## config.mk

```make
export PLATFORM = sky130hd
export DESIGN_NAME = brs_mc_hit
export DESIGN_NICKNAME = d
export VERILOG_FILES = /design/src/design/brs_mc_hit.sv
export SDC_FILE = /design/constraint.sdc
export NUM_CORES = 2
export LEC_CHECK = 0
export BUFFER_PORTS_ARGS = -buffer_cell sky130_fd_sc_hd__buf_2
export CAP_MARGIN = 10
export CORE_UTILIZATION = 31
export CTS_BUF_LIST = sky130_fd_sc_hd__clkbuf_4
export DETAILED_ROUTE_END_ITERATION = 7
export GPL_TIMING_DRIVEN = 0
export PLACE_DENSITY = 0.51
export SLEW_MARGIN = 5
export SYNTH_ARGS = -nofsm -noshare
export SYNTH_HDL_FRONTEND = slang
export SYNTH_SLANG_ARGS = --single-unit
```

## constraint.sdc

```tcl
create_clock -name clock -period 8.52 [get_ports clock]
set_input_delay 0.426 -clock clock [delete_from_list [all_inputs] [get_ports clock]]
set_output_delay 0.426 -clock clock [all_outputs]
set_load 0.05 [all_outputs]
```

## src/design/brs_mc_hit.sv

```systemverilog
`timescale 1ns / 1ps
// Two-stage Monte Carlo point test: squares the coordinates, then compares.
// Depends on nothing but its parameter.
module brs_mc_hit #(
   parameter int unsigned COORD_BITS = 24
) (
   input  logic                  clock,
   input  logic                  reset,
   input  logic                  pt_valid,
   input  logic [COORD_BITS-1:0] pt_x,
   input  logic [COORD_BITS-1:0] pt_y,
   output logic                  hit_valid,
   output logic                  hit
);

   localparam int unsigned SQ_BITS  = 2 * COORD_BITS;
   localparam int unsigned SUM_BITS = SQ_BITS + 1;
   localparam logic [SUM_BITS-1:0] MAX_COORD = SUM_BITS'({COORD_BITS{1'b1}});
   localparam logic [SUM_BITS-1:0] RADIUS_SQ = MAX_COORD * MAX_COORD;

   logic                  sq_valid_ff, sq_valid_in;
   logic [SQ_BITS-1:0]    sq_x_ff, sq_x_in, sq_y_ff, sq_y_in;
   logic                  hit_valid_ff, hit_valid_in;
   logic                  hit_ff, hit_in;
   logic [SUM_BITS-1:0]   sq_total;

   always_comb begin
      sq_valid_in  = pt_valid;
      sq_x_in      = SQ_BITS'(pt_x) * SQ_BITS'(pt_x);
      sq_y_in      = SQ_BITS'(pt_y) * SQ_BITS'(pt_y);
      sq_total     = SUM_BITS'(sq_x_ff) + SUM_BITS'(sq_y_ff);
      hit_valid_in = sq_valid_ff;
      hit_in       = (sq_total <= RADIUS_SQ);
   end

   always_ff @(posedge clock) begin
      if (reset) begin
         sq_valid_ff  <= 1'b0;
         hit_valid_ff <= 1'b0;
      end else begin
         sq_valid_ff  <= sq_valid_in;
         hit_valid_ff <= hit_valid_in;
      end
      sq_x_ff <= sq_x_in;
      sq_y_ff <= sq_y_in;
      hit_ff  <= hit_in;
   end

   assign hit_valid = hit_valid_ff;
   assign hit       = hit_ff;

endmodule

```

Word-level counts from Yosys, hierarchy flattened
Index checks and enable logic that the tools add are counted.

Register bits: 99. Input bits: 51. Output and inout port bits: 2. Logic and storage cells: 9.

Add/subtract/negate cells: 1. $mul: 2. $lt $le $gt $ge: 1.

Operators with widths (number): 24-bit by 24-bit multiplier with 48-bit output (2); 48-bit by 48-bit adder with 49-bit output (1); 49-bit by 48-bit less-or-equal comparator with 1-bit output (second input constant) (1).

Depth between registers and ports, before layout
Depth after elaboration: 2. Depth in mapped cells: 28. Gate-level depth less buffers: 27.

Least setup slack after synthesis
OpenSTA, ideal clock, no wires.

Path kind: input-to-reg. Start: input pt_x[18]. End: register sq_x_ff[44]. Library setup time: 0.072 ns. Arrival time: 7.113 ns. Data required time: 8.448 ns. Path slack: 1.335 ns. Stages on the path: 27. Buffers on the path: 3. Cell sequence: clkbuf_1 > clkbuf_1 > nand2_1 > fa_1 > inv_1 > fa_1 > inv_1 > fa_1 > fa_1 > inv_1 > fa_1 > fa_1 > inv_1 > fa_1 > inv_1 > ha_1 > clkbuf_1 > a21o_1 > a21o_1 > a211oi_1 > o21ai_0 > a31o_2 > a21o_1 > a2111oi_0 > o21ai_0 > a21oi_1 > xnor2_1.

Word-level cells in the longest chain between the ends: 1.

RTL lines: start: declaration (RTL line 10) `input logic [COORD_BITS-1:0] pt_x,`; 24-bit by 24-bit multiplier with 48-bit output (RTL line 29) `sq_x_in = SQ_BITS'(pt_x) * SQ_BITS'(pt_x);`; via sq_x_in[44] (RTL line 22) `logic [SQ_BITS-1:0] sq_x_ff, sq_x_in, sq_y_ff, sq_y_in;`; end signal: assignment (RTL line 44) `sq_x_ff <= sq_x_in;`; end: declaration (RTL line 22).

The timed path passes the listed nets, and every way through them passes these cells. A chain may end at the register's enable or synchronous reset.

Worst setup path in the final report
Start: input pt_y[17]. End: register sq_y_ff[40].

Word-level cells in the longest chain between the ends: 1.

RTL lines: start: declaration (RTL line 11) `input logic [COORD_BITS-1:0] pt_y,`; 24-bit by 24-bit multiplier with 48-bit output (RTL line 30) `sq_y_in = SQ_BITS'(pt_y) * SQ_BITS'(pt_y);`; via sq_y_in[40] (RTL line 22); end signal: assignment (RTL line 45) `sq_y_ff <= sq_y_in;`; end: declaration (RTL line 22).

The timed path passes the listed nets, and every way through them passes these cells.

==> impl_summary.md <==
Yosys
The count of different cell masters after synthesis is 90. The top cell type's share of synthesized area is 44.8%. The cell accounting for the most synthesized area is sky130_fd_sc_hd__fa_1. The number of enable-type register cells in the synthesized netlist is 0. Dividing the synthesized area by the synthesized cell count gives around 9 sq um. The post-synthesis net count is 5,468. In the post-synthesis netlist, the biggest area contributors are sky130_fd_sc_hd__fa_1 45%, sky130_fd_sc_hd__ha_1 13%, sky130_fd_sc_hd__inv_1 12%. The sequential-to-total area share from yosys stat is 5.15%. The leading register cell type out of synthesis is sky130_fd_sc_hd__dfxtp_1. The synthesized design contains 97 register bits. The post-synthesis instance total is approximately 4.2k. Counting flops with an async set or reset pin after synthesis yields a share of 0%. The netlist area before placement is ~38,000 sq um. The count of synthesis-stage warnings from yosys is 0.

GRT
The initial antenna violation count is 5. The first global-routing pass estimated 168,000 um of wire. Across every metal layer, demand over resource in global routing totals 17.9%. Entering global routing, the biggest net connects 17 pins. The total overflow left after global routing is 0. The via count of the first global-routing pass came to 29.7k.

Routing
After detailed routing, the number of vias per cell comes to 4.68. The average detailed-routed wire length per instance is between 15 and 20 um. The post-route DRC violation count is 0. The detailed router's first-iteration violation count is 1,612. The remaining number of nets flagged by the antenna check after routing is 0. For this block, the via count after detailed routing is 27.4k.

The routed design has 104,000 um of wire. The pre-antenna-repair detailed-routing pass consisted of 5 iterations.

Critical path
The worst register-to-register path begins at sq_x_ff[6]. The cell depth of the worst flop-to-flop path is 11. The critical path in this run is classified as primary input to register. The launch point of the worst path is pt_y[17]. The maximum fanout along the worst path is 10. The number of buffers and inverters on the critical path is 6. Walking the worst path, the cells encountered are buf_2 -> clkbuf_1 -> clkbuf_2 -> nand2_1 -> fa_1 -> inv_1 -> fa_1 -> inv_1 -> fa_1 -> fa_1 -> inv_1 -> fa_1 -> fa_1 -> fa_1 -> ha_1 -> nand4_1 -> nor4_2 -> o311ai_2 -> a2111oi_2 -> o21ai_1 -> or2_1 -> a211oi_1.

The endpoint kind of the worst setup timing path is a register. The cell seen most often among critical-path stages is sky130_fd_sc_hd__fa_1. On the worst path, the slowest cell contributes a delay of 590 ps. The worst register-to-register path ends at hit. Data on the critical path arrives at its endpoint at between 8000 and 9000 ps.

The worst setup path is launched from a primary input. At the worst endpoint, the required time is 8950 ps. The category of cells accounting for the largest share of critical-path delay is adder cells. The slowest cell on the critical path is sky130_fd_sc_hd__fa_1. Across all register-to-register paths, the minimum setup slack is 4180 ps.

Floorplanning
The die span in y is ~350 um. The placeable core area is 120,000 sq um. The floorplan has 127 rows. The die covers 123,000 sq um. For this configuration, the core starts out at a cell density of 31.3%. The chip width is 351 um.

53 I/O pins were placed.

Outcome
The flow ran to the end, and the final reports show no timing, DRC or antenna violations.

Place
At the end of routability-driven placement, the weighted congestion stood at 0.910. The pre-CTS setup slack is -682 ps. Detailed placement finished with a half-perimeter wire length of around 90,000 um. Port buffering added between 50 and 60 buffers.

Timing
Setup repair after global routing left no endpoint under its margin. The setup TNS is 0 ps. The worst setup skew after layout is 17.1 ps. In this run the tightest slew margin relative to its limit is ~32%.

The period utilization is about 93%. The maximum achievable frequency is 0.126 GHz. The number of max-slew violations in the final report is 0.

The hold violation count in the final report is 0. Setup violations remaining at the end of the flow were counted as 0. The minimum clock period is 7940 ps. The transition time of the tightest slew-check pin is 1010 ps. The final critical-path setup slack is 580 ps.

Clock tree
The master cell of the clock root buffer is sky130_fd_sc_hd__clkbuf_4. The number of H-tree levels is 3. The number of clock buffers added by TritonCTS is 9. The TritonCTS clock tree is built.

The clock slew at the register clock pins of the worst setup and hold paths is 130 ps. CTS saw 97 sinks. The longest clock path from root to sink contains 2 buffers. The clock reaches the later pin of the worst-skew pair after 530 ps.

Cells and area
The post-layout net count is 5,526. Summing all flip-flop and latch instances after layout gives around 1900 sq um. Cells fill 33.3% of the core in the end. Fill cells in the final layout number around 13k. In the final layout, the multi-input gates occupy 30,800 sq um.

The ratio of cells with drive above 1 in the final layout is 3.38%. The area overhead of the layout relative to synthesis is 6.29%.

Worst hold path
The worst hold path terminates at hit_valid_in. The classification of the worst-slack hold path is primary input to register. In this run the most critical hold path is launched from pt_valid. The worst hold path passes through 2 cells.

Run
The max-cap violation count is 0.
## Yosys cell counts (17+ instances only)
| cell | number |
|---|---|
| sky130_fd_sc_hd__nor3_1 | 31 |
| sky130_fd_sc_hd__o21a_1 | 18 |
| sky130_fd_sc_hd__a21oi_1 | 136 |
| sky130_fd_sc_hd__ha_1 | 401 |
| sky130_fd_sc_hd__nand4_1 | 22 |
| sky130_fd_sc_hd__o21ai_0 | 54 |
| sky130_fd_sc_hd__nor2_1 | 115 |
| sky130_fd_sc_hd__xnor2_1 | 80 |
| sky130_fd_sc_hd__nor2b_1 | 17 |
| sky130_fd_sc_hd__o21bai_1 | 23 |
| sky130_fd_sc_hd__clkbuf_1 | 103 |
| sky130_fd_sc_hd__dfxtp_1 | 97 |
| sky130_fd_sc_hd__and3_1 | 20 |
| sky130_fd_sc_hd__inv_1 | 1173 |
| sky130_fd_sc_hd__and2_1 | 232 |
| sky130_fd_sc_hd__xor2_1 | 36 |
| sky130_fd_sc_hd__fa_1 | 843 |
| sky130_fd_sc_hd__buf_2 | 20 |
| sky130_fd_sc_hd__a21o_1 | 65 |
| sky130_fd_sc_hd__nand3_1 | 34 |
| sky130_fd_sc_hd__nand2_1 | 401 |
## placed cells by master, fill, tap and decap left out, drive strengths merged, types with 7 or more instances in the layout
cell,instances
ha,401
o21ai,71
or3,7
xnor2,80
dfxtp,97
nand3,34
o21a,18
and4,9
xor2,36
nand2b,13
nor3,33
nand4,23
inv,1173
nand2,404
a21o,66
a211oi,14
or2,14
o31ai,8
a2111oi,9
mux2i,7
buf,77
and2,234
a221oi,9
and3,20
o21bai,24
a21oi,140
clkbuf,108
o2111ai,9
nor2,115
fa,843
a31oi,16
nor2b,17
o211ai,11
## worst max-delay path by stage
stage,to,slack (ps),depth (start not counted)
global route,sq_x_ff[44],200,27
floorplan,sq_x_ff[44],1340,27
global placement,sq_x_ff[44],-690,28
finish,sq_y_ff[40],580,22
detailed placement,sq_x_ff[44],-680,28
CTS,sq_x_ff[44],20,28
## timing repair
item	CTS	global route
hold buffers	1	0
resized for setup	0	7
buffers inserted	0	0
hold endpoints to repair	2	0
setup endpoints to repair	1	6
## sequential cells by signal, summed over array words and instances, names as in the netlist
name          cells
hit_valid         1
hit               1
sq_y_ff          47
sq_x_ff          47
hit_valid_in      1
## kinds of logic after synthesis
family,Yosys count,share of synthesized area (%)
DFF,97,5.15
muxes,9,0.246
adders and majority gates,1244,58.1
AOI/OAI and AO/OA,465,8.52
and+or+nand+nor,941,12.2
xor gates and xnor gates,116,2.70
buffers and inverters,1301,13.1
## final cells by class
| class | count | share of cell area [%] |
|---|---|---|
| diodes | 4 | 0.0250 |
| inverters | 1173 | 11.0 |
| multi-input cells | 2775 | 76.9 |
| flip-flops and latches | 97 | 4.85 |
| plain buffers | 122 | 1.29 |
| repair buffers | 53 | 0.675 |
| clock buffers | 11 | 0.206 |
| well taps | 1612 | 5.04 |
| clock inverters | 2 | 0.0219 |
## metrics by stage
stage               hold slack, ps  cell area (sq um)  instances
floorplan                      414              37700       4173
global placement               432              39900       5837
detailed placement             438              39900       5837
CTS                           48.0              40000       5850
global route                  51.6              40000       5845
finish                         107              40000       5849
## per-layer routing
metal,track usage (%),up-vias,wire length (um)
met2,30.9,647,51400
met5,0,-,10
met1,23.7,13900,44900
met3,2.36,141,5680
li1,-,12700,-
met4,3.73,2,2390
Power is left out: the tool's default activity adds up to more than one toggle a clock period on the data nets, which glitch-free logic cannot reach.
